==> src/design/u8d_pkg.sv <==
// shared types and codes for the utf-8 stream decoder
package u8d_pkg;

  // byte classes found by the front end
  localparam logic [2:0] KIND_ASCII = 3'd0;
  localparam logic [2:0] KIND_LEAD2 = 3'd1;
  localparam logic [2:0] KIND_LEAD3 = 3'd2;
  localparam logic [2:0] KIND_LEAD4 = 3'd3;
  localparam logic [2:0] KIND_CONT  = 3'd4;
  localparam logic [2:0] KIND_BAD   = 3'd5;

  // result status codes
  localparam logic [1:0] STATUS_OK        = 2'd0;
  localparam logic [1:0] STATUS_BAD_LEAD  = 2'd1;
  localparam logic [1:0] STATUS_MISSING   = 2'd2;
  localparam logic [1:0] STATUS_TRUNCATED = 2'd3;

  // classification queue
  localparam int QUEUE_DEPTH = 4;
  localparam int QUEUE_AW    = $clog2(QUEUE_DEPTH);
  localparam int QUEUE_CW    = $clog2(QUEUE_DEPTH + 1);

  localparam int CP_W  = 21;
  localparam int LEN_W = 3;

  typedef struct packed {
    logic [2:0] kind;
    logic [6:0] bits;  // payload bits already stripped of the marker
    logic       last;
  } byte_info_t;

endpackage

==> src/design/utf8_stream_decoder.sv <==
// top level of the utf-8 stream decoder
//
// input channel s_*: one raw byte per transaction, s_tlast marks the last
// byte of a buffer. output channel m_*: one result transaction per finished
// sequence, per fault, and per byte with s_tlast set; m_tlast copies the
// end mark of the byte that closed the result.
// a byte is classified as soon as it is accepted and goes into a 4-entry
// queue; the assembler behind it takes one byte per cycle from the queue
// and loads the result register, as long as that register is free or
// draining. throughput is one byte per cycle while m_tready stays high;
// a closing byte passes through a queue entry, then the result register.
// a fault (bad lead byte, missing continuation, truncated sequence) gives
// one result with zero code point and length and drops the partial
// sequence together with the offending byte.
// when m_tready is low while a result waits, the result register holds,
// the assembler stops and the queue fills; s_tready falls once all four
// entries are taken. rst (synchronous) empties the queue, clears the
// result valid flag and leaves the assembler idle.
module utf8_stream_decoder (
  input  logic        clk,
  input  logic        rst,
  input  logic        s_tvalid,
  output logic        s_tready,
  input  logic [7:0]  s_tdata,   // [7:0] in_byte
  input  logic        s_tlast,   // end_of_input
  output logic        m_tvalid,
  input  logic        m_tready,
  output logic [31:0] m_tdata,   // [20:0] cp_value, [23:21] seq_length, [25:24] status
  output logic        m_tlast    // stream_end
);

  u8d_pkg::byte_info_t               in_info;
  u8d_pkg::byte_info_t               q_info;
  logic                              q_valid;
  logic                              q_ready;
  logic [u8d_pkg::CP_W-1:0]          res_cp;
  logic [u8d_pkg::LEN_W-1:0]         res_len;
  logic [1:0]                        res_status;

  // classify straight off the input bus
  u8d_front u_front (
    .in_byte      (s_tdata),
    .end_of_input (s_tlast),
    .info         (in_info)
  );

  // decouples input acceptance from result back-pressure
  u8d_queue u_queue (
    .clk      (clk),
    .rst      (rst),
    .wr_valid (s_tvalid),
    .wr_ready (s_tready),
    .wr_data  (in_info),
    .rd_valid (q_valid),
    .rd_ready (q_ready),
    .rd_data  (q_info)
  );

  // sequence assembly and output register
  u8d_back u_back (
    .clk        (clk),
    .rst        (rst),
    .q_valid    (q_valid),
    .q_ready    (q_ready),
    .q_data     (q_info),
    .out_valid  (m_tvalid),
    .out_ready  (m_tready),
    .out_cp     (res_cp),
    .out_len    (res_len),
    .out_status (res_status),
    .out_last   (m_tlast)
  );

  // pack the result fields, upper bits padded with zeros
  assign m_tdata = {6'd0, res_status, res_len, res_cp};

endmodule

==> src/design/u8d_front.sv <==
// front end: classifies a raw byte and strips its marker bits
module u8d_front (
  input  logic [7:0]          in_byte,
  input  logic                end_of_input,
  output u8d_pkg::byte_info_t info
);

  always_comb begin
    info.last = end_of_input;
    unique casez (in_byte)
      8'b0???????: begin
        info.kind = u8d_pkg::KIND_ASCII;
        info.bits = in_byte[6:0];
      end
      8'b10??????: begin
        info.kind = u8d_pkg::KIND_CONT;
        info.bits = {1'b0, in_byte[5:0]};
      end
      8'b110?????: begin
        info.kind = u8d_pkg::KIND_LEAD2;
        info.bits = {2'b0, in_byte[4:0]};
      end
      8'b1110????: begin
        info.kind = u8d_pkg::KIND_LEAD3;
        info.bits = {3'b0, in_byte[3:0]};
      end
      8'b11110???: begin
        info.kind = u8d_pkg::KIND_LEAD4;
        info.bits = {4'b0, in_byte[2:0]};
      end
      default: begin
        info.kind = u8d_pkg::KIND_BAD;
        info.bits = 7'd0;
      end
    endcase
  end

endmodule

==> src/design/u8d_queue.sv <==
// small fifo between the classifier and the sequence assembler
module u8d_queue (
  input  logic                clk,
  input  logic                rst,
  input  logic                wr_valid,
  output logic                wr_ready,
  input  u8d_pkg::byte_info_t wr_data,
  output logic                rd_valid,
  input  logic                rd_ready,
  output u8d_pkg::byte_info_t rd_data
);

  u8d_pkg::byte_info_t entries [u8d_pkg::QUEUE_DEPTH];
  logic [u8d_pkg::QUEUE_AW-1:0] wr_ptr;
  logic [u8d_pkg::QUEUE_AW-1:0] rd_ptr;
  logic [u8d_pkg::QUEUE_CW-1:0] count;
  logic                          do_wr;
  logic                          do_rd;

  assign wr_ready = (count != u8d_pkg::QUEUE_CW'(u8d_pkg::QUEUE_DEPTH));
  assign rd_valid = (count != '0);
  assign rd_data  = entries[rd_ptr];
  assign do_wr    = wr_valid && wr_ready;
  assign do_rd    = rd_valid && rd_ready;

  always_ff @(posedge clk) begin
    if (do_wr) begin
      entries[wr_ptr] <= wr_data;
    end
  end

  always_ff @(posedge clk) begin
    if (rst) begin
      wr_ptr <= '0;
      rd_ptr <= '0;
      count  <= '0;
    end else begin
      if (do_wr) begin
        wr_ptr <= wr_ptr + 1'b1;
      end
      if (do_rd) begin
        rd_ptr <= rd_ptr + 1'b1;
      end
      if (do_wr && !do_rd) begin
        count <= count + 1'b1;
      end else if (do_rd && !do_wr) begin
        count <= count - 1'b1;
      end
    end
  end

endmodule

==> src/design/u8d_back.sv <==
// back end: assembles sequences and holds the result register
module u8d_back (
  input  logic                       clk,
  input  logic                       rst,
  input  logic                       q_valid,
  output logic                       q_ready,
  input  u8d_pkg::byte_info_t        q_data,
  output logic                       out_valid,
  input  logic                       out_ready,
  output logic [u8d_pkg::CP_W-1:0]   out_cp,
  output logic [u8d_pkg::LEN_W-1:0]  out_len,
  output logic [1:0]                 out_status,
  output logic                       out_last
);

  logic [u8d_pkg::CP_W-1:0]  payload;
  logic [1:0]                pending;
  logic [u8d_pkg::LEN_W-1:0] total;

  logic [u8d_pkg::CP_W-1:0]  payload_next;
  logic [1:0]                pending_next;
  logic [u8d_pkg::LEN_W-1:0] total_next;
  logic                      emit;
  logic [u8d_pkg::CP_W-1:0]  emit_cp;
  logic [u8d_pkg::LEN_W-1:0] emit_len;
  logic [1:0]                emit_status;
  logic [u8d_pkg::CP_W-1:0]  shifted;
  logic [1:0]                pending_dec;
  logic                      take;

  // result register is free, or is being drained this cycle
  assign q_ready = !out_valid || out_ready;
  assign take    = q_valid && q_ready;

  assign shifted     = {payload[u8d_pkg::CP_W-7:0], q_data.bits[5:0]};
  assign pending_dec = pending - 1'b1;

  always_comb begin
    payload_next = payload;
    pending_next = pending;
    total_next   = total;
    emit         = 1'b0;
    emit_cp      = '0;
    emit_len     = '0;
    emit_status  = u8d_pkg::STATUS_OK;
    if (pending == 2'd0) begin
      unique case (q_data.kind)
        u8d_pkg::KIND_ASCII: begin
          emit     = 1'b1;
          emit_cp  = u8d_pkg::CP_W'(q_data.bits);
          emit_len = u8d_pkg::LEN_W'(1);
        end
        u8d_pkg::KIND_LEAD2, u8d_pkg::KIND_LEAD3, u8d_pkg::KIND_LEAD4: begin
          payload_next = u8d_pkg::CP_W'(q_data.bits);
          pending_next = q_data.kind[1:0];
          total_next   = u8d_pkg::LEN_W'(q_data.kind[1:0]) + 1'b1;
          if (q_data.last) begin
            emit         = 1'b1;
            emit_status  = u8d_pkg::STATUS_TRUNCATED;
            pending_next = 2'd0;
          end
        end
        default: begin
          emit        = 1'b1;
          emit_status = u8d_pkg::STATUS_BAD_LEAD;
        end
      endcase
    end else if (q_data.kind != u8d_pkg::KIND_CONT) begin
      emit         = 1'b1;
      emit_status  = u8d_pkg::STATUS_MISSING;
      pending_next = 2'd0;
    end else begin
      payload_next = shifted;
      pending_next = pending_dec;
      if (pending_dec == 2'd0) begin
        emit     = 1'b1;
        emit_cp  = shifted;
        emit_len = total;
      end else if (q_data.last) begin
        emit         = 1'b1;
        emit_status  = u8d_pkg::STATUS_TRUNCATED;
        pending_next = 2'd0;
      end
    end
  end

  always_ff @(posedge clk) begin
    if (rst) begin
      pending   <= 2'd0;
      out_valid <= 1'b0;
    end else begin
      if (take) begin
        pending <= pending_next;
      end
      if (take) begin
        out_valid <= emit;
      end else if (out_ready) begin
        out_valid <= 1'b0;
      end
    end
  end

  always_ff @(posedge clk) begin
    if (take) begin
      payload <= payload_next;
      total   <= total_next;
    end
    if (take && emit) begin
      out_cp     <= emit_cp;
      out_len    <= emit_len;
      out_status <= emit_status;
      out_last   <= q_data.last;
    end
  end

endmodule
==> config.mk <==
export PLATFORM = sky130hd
export DESIGN_NAME = utf8_stream_decoder
export DESIGN_NICKNAME = d
export VERILOG_FILES = /design/src/design/u8d_pkg.sv /design/src/design/utf8_stream_decoder.sv /design/src/design/u8d_front.sv /design/src/design/u8d_queue.sv /design/src/design/u8d_back.sv
export SDC_FILE = /design/constraint.sdc
export NUM_CORES = 1
export LEC_CHECK = 0
export ABC_AREA = 1
export BUFFER_PORTS_ARGS = -buffer_cell sky130_fd_sc_hd__buf_2
export CAP_MARGIN = 30
export CORE_MARGIN = 1.5
export CORE_UTILIZATION = 30
export CTS_CLUSTER_DIAMETER = 30
export DETAILED_ROUTE_END_ITERATION = 8
export PLACE_DENSITY_LB_ADDON = 0.08
export SKIP_CTS_REPAIR_TIMING = 1
export SYNTH_ARGS = -nofsm -noshare
export SYNTH_HDL_FRONTEND = slang
export SYNTH_SLANG_ARGS = --single-unit
export TNS_END_PERCENT = 20
==> constraint.sdc <==
create_clock -name clk -period 2.5 [get_ports clk]
set_input_delay 0.5 -clock clk [delete_from_list [all_inputs] [get_ports clk]]
set_output_delay 0.5 -clock clk [all_outputs]
set_load 0.1 [all_outputs]
### After elaboration in Yosys (flattened, before gate mapping)

Memory sizes are Yosys's and may differ from the RTL's. A register that Yosys moved wholly into a read port is not among the register bits.
Cells that the tools add are included.

| cells by class | value |
|---|---|
| equality and inequality tests | 11 |
| muxes and demuxes | 36 |
| bitwise logic cells | 1 |
| $add $sub $neg | 6 |
| reduce and logical (&&, ||, !) cells | 19 |

Operators by type and width:

| kind | number |
|---|---|
| 21-bit 2-to-1 mux | 3 |
| 10-bit one-hot mux with 5 select lines | 1 |
| 15-bit 2-to-1 mux | 3 |
| 2-bit 2-to-1 mux | 12 |
| 3-bit 2-to-1 mux | 5 |
| 1-bit 2-to-1 mux | 10 |
| 7-bit 2-to-1 mux | 1 |
| 3-bit by 2-bit equality test with 1-bit output (second input constant) | 2 |
| 3-bit inequality test (second input constant) | 2 |
| 3-bit AND reduction | 2 |
| 5-bit equality test (second input constant) | 1 |
| 1-bit logical AND | 5 |
| 2-bit by 1-bit adder with 2-bit output (second input constant) | 2 |
| 4-bit equality test (second input constant) | 1 |
| 2-bit zero test | 2 |
| 2-bit one-hot mux with 2 select lines | 1 |
| 2-bit nonzero test | 2 |
| 2-bit by 1-bit adder with 3-bit output (second input constant) | 1 |
| 3-bit by 1-bit adder with 3-bit output (second input constant) | 1 |
| 3-bit by 1-bit equality test with 1-bit output (second input constant) | 1 |
| 3-bit equality test (second input constant) | 1 |
| 1-bit zero test | 3 |
| 3-bit zero test | 1 |
| 3-bit nonzero test | 1 |
| 9 further kinds | 9 |

| storage, ports and cells | value |
|---|---|
| output and inout port bits | 35 |
| bits in registers | 55 |
| memories | 1 |
| bits in writable memories | 44 |
| input bits | 13 |
| word-level logic and storage cells | 85 |

Memory list:

| memory | words | bits a word | read ports | clocked after Yosys merged registers in | wr ports | RTL line | text |
|---|---|---|---|---|---|---|---|
| u_queue.entries | 4 | 11 | 1 | 1 | 1 | u8d_queue.sv:13 | `u8d_pkg::byte_info_t entries [u8d_pkg::QUEUE_DEPTH];` |

### Logic depth before layout (Yosys ltp)

Gate-level depths: netlist (run 1).

| depth | value |
|---|---|
| word-level depth | 6 |
| gate-level depth with buffers | 16 |
| mapped depth without buffers | 16 |

### Cells and area by module

From an unflattened synthesis (run 1), not the netlist that was laid out.

| unflattened totals | value |
|---|---|
| cell total of the unflattened synthesis | 379 |
| area, all modules | 4310.4 um2 |

Modules (own cells, without submodules):

| module | cells each | times used | area an instance (um2) |
|---|---|---|---|
| u8d_queue | 175 | 1 | 2145.8 |
| u8d_back | 173 | 1 | 2006.9 |
| u8d_front | 24 | 1 | 108.9 |
| utf8_stream_decoder | 7 | 1 | 48.8 |

### Worst setup path before layout (run 1)

OpenSTA, ideal clock, no wires.

| timing path | value |
|---|---|
| path kind | register -> register |
| from | register u_queue.count[0] in the netlist's numbering |
| to | register u_queue.count[1] in the netlist's numbering |
| path slack | -0.214 ns |
| path buffers | 0 |
| cell stages (with the launch flop) | 10 |
| data arrival time | 2.594 ns |
| cell sequence | dfxtp_1 -> inv_1 -> nand3_1 -> nand2_1 -> inv_1 -> ha_1 -> inv_1 -> fa_1 -> o21ai_0 -> a21oi_1 |

| on the way | value |
|---|---|
| word-level cells in the longest chain between the ends | 5 |
| elaborated cells between the ends (all ways) | 13 |

RTL lines:

| element | RTL line | text |
|---|---|---|
| start: declaration | u8d_queue.sv:16 | `logic [u8d_pkg::QUEUE_CW-1:0] count;` |
| start signal: assignment | u8d_queue.sv:45 | `count <= count + 1'b1;` |
| start signal: assignment | u8d_queue.sv:47 | `count <= count - 1'b1;` |
| 3-bit inequality test (*) | u8d_queue.sv:20 | `assign wr_ready = (count != u8d_pkg::QUEUE_CW'(u8d_pkg::QUEUE_DEPTH));` |
| via s_tready | utf8_stream_decoder.sv:23 | `output logic s_tready,` |
| 1-bit logical AND (*) | u8d_queue.sv:23 | `assign do_wr = wr_valid && wr_ready;` |
| via u_queue.do_wr | u8d_queue.sv:17 | `logic do_wr;` |
| 1-bit zero test | u8d_queue.sv:46 | `end else if (do_rd && !do_wr) begin` |
| 1-bit logical AND | u8d_queue.sv:46 |  |
| 2-bit nonzero test (no source line) | n/a |  |

The timed path passes the listed nets; every way through them passes the cells marked *. The select of a mux whose other input is x is not followed.
A chain may end at the register's enable or synchronous reset.

==> summary.txt, run 1 <==
Clock tree
  • TritonCTS Buffers: 9
  • Max H-tree Level: 3
  • Bufs on Longest Clock Path: 2
  • CTS tree: yes
  • CTS root buf: clkbuf_16
  • Clock slew at reported path FFs: 70 ps
  • Clk sink count: 101
  • Clock latency on the worst-skew pair: 350 ps

Route
  • Residual DRC count: 0
  • First-pass iteration count of the detailed router: 4
  • Initial DRC Count: roughly 160
  • DR WL met3: 394 um
  • Wire length on met1: between 3000 and 4000 um
  • Via density: 4.239
  • Uppermost layer routed: met4
  • Met2 wire len: roughly 3400 um
  • Antenna-violating nets left: 0
  • Routed length per instance: 12.65 um
  • WL final: a little under 8000 um
  • Vias: 2,611

Die
  • Site Rows: 43
  • Die area: 15,050 um2
  • Die X: 122.7 um
  • Die Ht: around 120 um
  • I/O pin cnt: 48
  • Core area: approximately 14,000 um2
  • Initial core utilization: between 30 and 40%

Critical path
  • Crit Reg-Reg Endpoint: u_back.payload[11]
  • Kind of critical path: flip-flop to flip-flop
  • Crit path DAT: about 2300 ps
  • CP Max Fanout: 15
  • R2R setup slack: slightly below 300 ps
  • CP Capture Type: flip-flop
  • Critical Path RT: roughly 2600 ps
  • Setup crit start kind: flip-flop
  • Worst reg-to-reg path cell count: 14

Layout
  • Ant diodes: 0
  • Area of the multi-input gates: 1047 um2
  • Final core occ: approximately 36%
  • Final #Nets: 457
  • Area grow syn2layout: 17.76%
  • Register area: around 3000 um2
  • Share of cells above drive strength 1: a little over a fifth
  • # fillers: 1,368

STA
  • Setup_tns: 0 ps
  • Max Freq: roughly 450 MHz
  • Final min period: 2212 ps
  • Final Max Tran Viols: 0
  • Final setup violation count: 0
  • Final Hold Viols: 0
  • Skew final: approximately 8.6 ps
  • Unrepaired setup endpoints after global routing: no
  • Tcrit/Tclk final: 88.47%

Min path
  • Hold endpoint: u_back.pending[0]
  • Hold path depth: 2
  • Hold WC Path Type: input pin to flip-flop
  • Hold_sp: rst

Logic synthesis
  • Syn. warnings: 0
  • Sequential cell area fraction in the yosys report: 67.77%
  • Post-synth ARST share: 0%
  • Post-synthesis instance total: roughly 380
  • Main synth FF type: edfxtp_1
  • Syn avg cell area: about 11 um2
  • Post-synth EDFFs: 89
  • FF+latch count, synth: 101
  • Synthesized area: between 4000 and 5000 um2
  • Netlist cell types: 30

Global routing
  • Largest net degree at the start of global routing: 28
  • First-pass GRT wire length: between 10,000 and 15,000 um
  • Gr usage total: between 10% and 20%
  • Vias in the first global route: 2,431
  • Total gr overflow: 0
  • Antenna violations before repair: 0

Placed design
  • Post-DP HPWL: 5475 um
  • Number of port buffers: 41
  • GPL Wtd Cong: around 0.76

Flow run
  • Max Cap Viol: 0

Status
  • Status: finished clean
==> cells in the final DEF, fill, tap and decap left out, types with 5 or more instances in the layout <==
cell type,netlist,layout
nand3_1,9,8
buf_4,10,10
conb_1,1,6
dfxtp_1,12,11
a21oi_1,18,18
inv_1,62,62
nor2_1,51,51
ha_1,11,11
clkbuf_16,0,9
buf_2,1,41
a32oi_1,6,6
o21ai_0,13,13
inv_2,5,5
nor2_2,10,10
edfxtp_1,89,89
nand2_1,56,56
==> worst max-delay path, stage by stage (launching register included) <==
cell and delay (ps):
dfxtp_2 380, inv_2 130, nor2_1 110, nor2_1 40
o21ai_0 80, nand2_1 140, inv_1 130, ha_1 170
inv_1 80, nor2_4 140, nand2_2 70, inv_2 80
nor2_1 40, nor2_1 120, buf_6 200
==> cells by family after synthesis <==
kind of cell,share of synthesized area (%)
compound gates,5.968
flops,67.77
xor+xnor,0.2038
buf+inv,8.413
fa+ha+maj,3.668
simple gates,13.89
other cells,0.08725
==> state kept, by name, summed over array words and instances (netlist names), named ones only <==
register           flops
u_queue.count          3
u_back.out_last        1
u_back.out_status      2
u_back.pending         2
u_back.total           3
u_back.out_len         3
u_queue.entries       44
u_back.out_valid       1
u_back.out_cp         21
u_queue.wr_ptr         2
u_back.payload        15
u_queue.rd_ptr         2
==> how the worst max path moves through the flow <==
| stage | from | to | slack (ps) | cells past startpoint |
|---|---|---|---|---|
| after floorplan | flip-flop | u_back.payload[0] | 10 | 12 |
| after global placement | flip-flop | u_back.payload[10] | 250 | 14 |
| after detailed placement | flip-flop | u_back.payload[9] | 170 | 14 |
| final | flip-flop | u_back.payload[11] | 290 | 14 |
| after CTS | flip-flop | u_back.payload[13] | 180 | 14 |
| after global routing | flip-flop | u_back.payload[4] | 100 | 14 |
==> layout make-up <==
type,instances,area share (%)
flip-flops and latches,101,57.58
well taps,180,4.450
clock inverters,5,1.632
multi-input cells,200,20.69
repair buffers,53,6.156
clock buffers,10,4.524
inverters,67,4.969
==> synthesized netlist by cell type (2+ instances only) <==
cell type	count	share of area [%]
a21oi_1	18	2.1
a32oi_1	6	1.2
buf_4	10	1.7
buf_6	2	0.52
clkbuf_1	2	0.17
dfxtp_1	12	5.6
edfxtp_1	89	62
ha_1	11	3.2
inv_1	62	5.4
inv_2	5	0.44
nand2_1	56	4.9
nand2_2	2	0.29
nand2_4	2	0.52
nand3_1	9	1.0
nand3_2	2	0.47
nor2_1	51	4.5
nor2_2	10	1.5
nor3_1	3	0.35
o211ai_1	2	0.35
o21ai_0	13	1.5
o22ai_1	2	0.29
==> metrics by stage <==
stage                     setup slack, ps  instance area, um2  hold slack, ps  cells
final                               288.3                5061           361.4    616
after global routing                99.37                5061           363.8    616
after CTS                           182.2                5056           352.8    616
after detailed placement            170.0                4745           459.9    601
after global placement              247.6                4745           459.5    601
after floorplan                     11.16                4322           435.6    383
==> per-layer routing <==
metal	vias to the layer above	track usage [%]
met5	-	0
met3	12	2.788
li1	1341	-
met4	0	5.741
met1	1196	15.01
met2	62	17.05
Power of run 1 is not shown: default switching activity piles up to over one toggle a cycle in this logic, so the estimate is an artifact.
==> inputs of run 2 (changes only) <==
ABC_AREA = default   (was 1)
==> summary.txt, run 2 <==
Logic synthesis
  • Count leader, synth: edfxtp_1
  • Syn avg cell area: 15.74 um2 (+38%)
  • Syn. warnings: 0 (unchanged)
  • Post-synth ARST share: 0% (unchanged)
  • Largest cells by area after synthesis: edfxtp_1, dfxtp_1, mux4_1
  • Sequential cell area fraction in the yosys report: 69.58% (+1.8 points)
  • Netlist cell types: 46 (+53%)
  • Area leader, netlist: edfxtp_1
  • FF+latch count, synth: 101 (unchanged)
  • Post-synth EDFFs: 89 (unchanged)
  • Synth top area share: 63.84% (+1.7 points)
  • Most frequent cells after synthesis: edfxtp_1, and2_1, nor2_1, nor2b_1, inv_1
  • Post-synthesis instance total: 266 (-30%)
  • Synthesized area: 4187 um2 (-2.6%)
  • Main synth FF type: edfxtp_1

Placed design
  • Number of port buffers: 41 (unchanged)
  • Post-DP HPWL: 4996 um (-8.8%)
  • GPL Wtd Cong: 0.7099 (-7.2%)

Die
  • Die area: 14,670 um2 (-2.5%)
  • Core area: 13,450 um2 (-3.5%)
  • Die Ht: 121.1 um (-1.3%)
  • Die X: 121.1 um (-1.3%)
  • I/O pin cnt: 48 (unchanged)
  • Initial core utilization: 31.12% (+0.28 points)
  • Site Rows: 42 (-2.3%)

Layout
  • Share of cells above drive strength 1: 27.33% (+6.5 points)
  • Register area: 2918 um2 (+0.13%)
  • Area of the multi-input gates: 1177 um2 (+12%)
  • Final #Nets: 353 (-23%)
  • Area grow syn2layout: 19.90%
  • Largest regs: u_queue.entries: 44 flops, u_back.out_cp: 21 flops, u_back.payload: 15 flops
  • Commonest non-fill, non-tap cell in the layout: edfxtp_1
  • Commonest cells after routing, fill and taps aside: edfxtp_1, buf_2, and2_1, buf_4, nor2b_1
  • Ant diodes: 0 (unchanged)
  • Max FFs per register: 44 (unchanged)
  • Most flops, register: u_queue.entries
  • # fillers: 1,302 (-4.8%)

Min path
  • Hold endpoint: u_queue.entries[2][0]
  • Hold WC Path Type: input pin to flip-flop
  • Hold path depth: 1 (-1)
  • Hold_sp: s_tlast

Critical path
  • Worst reg-to-reg path cell count: 7 (-7)
  • CP Capture Type: flip-flop
  • Crit Reg-Reg Endpoint: u_back.out_cp[19]
  • Crit path DAT: 2380 ps (+120 ps)
  • Setup crit start kind: flip-flop
  • R2R setup slack: 170 ps (-120 ps)
  • Kind of critical path: flip-flop to flip-flop
  • CP Max Fanout: 27 (+12)
  • Critical Path RT: 2550 ps (about the same)

Flow run
  • Max Cap Viol: 0 (unchanged)

Route
  • Residual DRC count: 0 (unchanged)
  • Via density: 4.316 (+1.8%)
  • First-pass iteration count of the detailed router: 4 (unchanged)
  • Vias: 2,197 (-16%)
  • WL final: 7056 um (-9.4%)
  • Initial DRC Count: 172 (+11%)
  • Routed length per instance: 13.86 um (+9.6%)
  • Antenna-violating nets left: 0 (unchanged)

Global routing
  • First-pass GRT wire length: 11,300 um (-9.7%)
  • Largest net degree at the start of global routing: 28 (unchanged)
  • Total gr overflow: 0 (unchanged)
  • Vias in the first global route: 2,131 (-12%)
  • Antenna violations before repair: 0 (unchanged)
  • Gr usage total: 10.51% (-0.77 points)

Clock tree
  • Bufs on Longest Clock Path: 2 (unchanged)
  • CTS tree: yes
  • Clk sink count: 101 (unchanged)
  • Max H-tree Level: 3 (unchanged)
  • TritonCTS Buffers: 9 (unchanged)
  • Clock slew at reported path FFs: 70 ps (about the same)
  • CTS root buf: clkbuf_16
  • Clock latency on the worst-skew pair: 340 ps (about the same)

STA
  • Final Hold Viols: 0 (unchanged)
  • Unrepaired setup endpoints after global routing: no
  • Final Max Tran Viols: 0 (unchanged)
  • Skew final: 8.045 ps (-0.5597 ps)
  • Tcrit/Tclk final: 93.13% (+4.7 points)
  • Final hold slack: 377.3 ps (+15.85 ps)
  • Final min period: 2328 ps (+116.5 ps)
  • Final setup violation count: 0 (unchanged)
  • Max Freq: 429.5 MHz (-5.0%)

Status
  • Status: finished clean
-- run 2: metal layers --
layer,vias to the layer above,GRT usage [%],wire length [um]
met4,0,5.074,153
li1,1088,-,-
met2,48,17.05,3301
met3,10,2.961,305
met5,-,0,0
met1,1051,12.93,3296
-- run 2: through the flow --
stage	util, %	cells	setup slack, ps	instance area (um2)	TNS, ps
after detailed placement	35.27	493	159.0	4745	0
after global placement	35.27	493	199.4	4745	0
after CTS	37.31	509	146.0	5020	0
final	37.31	509	171.7	5020	0
after global routing	37.31	509	42.48	5020	0
after floorplan	-	271	-64.46	4233	-1882
-- run 2: layout make-up --
cell class	instances	area share, %
sequential	101	58.13
multi-input combinational	142	23.45
timing repair buffer	61	7.577
clock buffer	10	4.561
tap	176	4.387
inverter	13	0.9721
clock inverter	6	0.9222
-- run 2: critical path, stage by stage (launching register included) --
cell      delay (ps)
dfxtp_2          370
mux4_2           580
ha_4             200
o31a_1           310
nand2b_1         140
a21oi_2           90
nor2_4           130
buf_12           190
-- run 2: logic make-up (layout without fill, tap and decap cells) --
group	count (synthesis)	after routing	synth area share [%]
and+or+nand+nor	80	80	10.70
other	1	6	0.08957
adders and majority gates	12	12	3.766
xor gates and xnor gates	5	5	1.046
AOI/OAI and AO/OA	25	25	4.065
muxes	14	14	7.472
DFF	101	101	69.58
buffers and inverters	28	90	3.287
-- run 2: worst max path at each step --
stage,end,startpoint,slack (ps),depth (start not counted)
detailed placement,u_back.out_cp[19],flip-flop,160,7
global placement,u_back.out_cp[1],flip-flop,200,7
global route,u_back.out_cp[6],flip-flop,40,7
CTS,u_back.out_cp[6],flip-flop,150,7
floorplan,u_back.out_cp[0],flip-flop,-60,7
finish,u_back.out_cp[19],flip-flop,170,7
Power of run 2 is left out for the same reason.
==> inputs of run 3 (changes only) <==
CORE_UTILIZATION = 40   (was 30)
CTS_BUF_LIST = sky130_fd_sc_hd__clkbuf_16   (was default)
==> summary.txt, run 3 (same netlist as run 2, synthesis figures left out) <==
Status
  • Status: finished clean

Critical path
  • Crit path DAT: 2380 ps (about the same)
  • Kind of critical path: flip-flop to flip-flop
  • CP Max Fanout: 27 (unchanged)
  • Setup crit start kind: flip-flop
  • Worst reg-to-reg path cell count: 7 (unchanged)
  • CP Capture Type: flip-flop
  • R2R setup slack: 150 ps (-20 ps)
  • Crit Reg-Reg Endpoint: u_back.out_cp[12]
  • Critical Path RT: 2540 ps (about the same)

STA
  • Tcrit/Tclk final: 93.89% (+0.76 points)
  • Slew HR: about three fifths
  • Final min period: 2347 ps (+18.99 ps)
  • Final setup violation count: 0 (unchanged)
  • Unrepaired setup endpoints after global routing: no
  • Worst-Margin Slew: roughly 610 ps
  • Final Hold Viols: 0 (unchanged)
  • Skew final: 11.11 ps (+3.065 ps)
  • Final Max Tran Viols: 0 (unchanged)
  • Max Freq: 426.0 MHz (-0.81%)

Die
  • Die area: 11,090 um2 (-24%)
  • Die Ht: 105.3 um (-13%)
  • Initial core utilization: 40.92% (+9.8 points)
  • I/O pin cnt: 48 (unchanged)
  • Die X: 105.3 um (-13%)
  • Core area: 10,230 um2 (-24%)
  • Site Rows: 37 (-12%)

Placed design
  • GPL Wtd Cong: 0.7662 (+7.9%)
  • Number of port buffers: 41 (unchanged)
  • Post-DP HPWL: 4594 um (-8.0%)

Clock tree
  • CTS root buf: clkbuf_16
  • Clock slew at reported path FFs: 70 ps (about the same)
  • Max H-tree Level: 3 (unchanged)
  • CTS tree: yes
  • Clock latency on the worst-skew pair: 340 ps (about the same)
  • Clk sink count: 101 (unchanged)
  • TritonCTS Buffers: 9 (unchanged)
  • Bufs on Longest Clock Path: 2 (unchanged)

Min path
  • Hold WC Path Type: input pin to flip-flop
  • Hold_sp: s_tlast
  • Hold endpoint: u_queue.entries[3][0]
  • Hold path depth: 1 (unchanged)

Layout
  • Ant diodes: 0 (unchanged)
  • Final core occ: 48.58% (+11 points)
  • Final #Nets: 349 (-1.1%)
  • # fillers: 875 (-33%)
  • Largest regs: u_queue.entries: 44 flops, u_back.out_cp: 21 flops, u_back.payload: 15 flops
  • Share of cells above drive strength 1: 26.44% (-0.88 points)
  • Area of the multi-input gates: 1177 um2 (unchanged)
  • Commonest non-fill, non-tap cell in the layout: edfxtp_1
  • Max FFs per register: 44 (unchanged)
  • Register area: 2918 um2 (unchanged)
  • Most flops, register: u_queue.entries
  • Area grow syn2layout: 18.71%
  • Commonest cells after routing, fill and taps aside: edfxtp_1, buf_2, and2_1, nor2b_1, buf_4

Route
  • Residual DRC count: 0 (unchanged)
  • Vias: 2,198 (+0.046%)
  • WL final: 6650 um (-5.8%)
  • First-pass iteration count of the detailed router: 4 (unchanged)
  • Initial DRC Count: 72 (-58%)
  • Via density: 4.727 (+9.5%)
  • Antenna-violating nets left: 0 (unchanged)
  • Routed length per instance: 14.30 um (+3.2%)

Global routing
  • Antenna violations before repair: 0 (unchanged)
  • First-pass GRT wire length: 10,780 um (-4.6%)
  • Vias in the first global route: 2,144 (+0.61%)
  • Total gr overflow: 0 (unchanged)
  • Gr usage total: 12.75% (+2.2 points)
  • Largest net degree at the start of global routing: 28 (unchanged)

Flow run
  • Max Cap Viol: 0 (unchanged)
## run 3: cell types whose count changed in the layout (fill, tap and decap cells not counted)
cell       change
bufinv_16      +1
inv_8          +2
buf_4          -4
clkinv_4       -2
clkinv_2       -1
clkbuf_1       -1
clkinv_1       +1
## run 3: worst max path at each step
| stage | depth (start not counted) | end | slack (ps) | startpoint |
|---|---|---|---|---|
| floorplan | 7 | u_back.out_cp[0] | -60 | flip-flop |
| global placement | 7 | u_back.out_cp[16] | 210 | flip-flop |
| detailed placement | 7 | u_back.out_cp[9] | 160 | flip-flop |
| CTS | 7 | u_back.out_cp[12] | 140 | flip-flop |
| global route | 7 | u_back.out_cp[12] | 80 | flip-flop |
| finish | 7 | u_back.out_cp[12] | 150 | flip-flop |
## run 3: area by class of cell
class,count,share of cell area [%]
clock buffer,9,4.532
clock inverter,7,1.611
inverter,13,0.9819
multi-input combinational,142,23.69
sequential,101,58.71
tap,136,3.424
timing repair buffer,57,7.049
## run 3: stage by stage
step	instance area [um2]	setup TNS [ps]	instances	hold WS (ps)	setup slack (ps)
after floorplan	4233	-1882	271	479.0	-64.46
after global placement	4664	0	449	505.0	211.9
after detailed placement	4664	0	449	507.5	156.9
after CTS	4970	0	465	383.4	140.2
after global routing	4970	0	465	396.8	84.48
final	4970	0	465	391.4	152.7
## run 3: per-layer routing
| metal | up-vias | global-route usage [%] | wire, um |
|---|---|---|---|
| met5 | - | 0 | 0 |
| met4 | 0 | 4.305 | 72 |
| met3 | 8 | 3.649 | 291 |
| met2 | 52 | 20.45 | 3097 |
| met1 | 1050 | 16.71 | 3189 |
| li1 | 1088 | - | - |
## run 3: worst max-delay path: stages (launching register included)
cell and delay [ps]:
dfxtp_2 380, mux4_2 590, ha_4 200, o31a_1 320, nand2b_1 150, a21oi_2 90, nor2_4 130, buf_12 190
Power of run 3 is left out for the same reason.
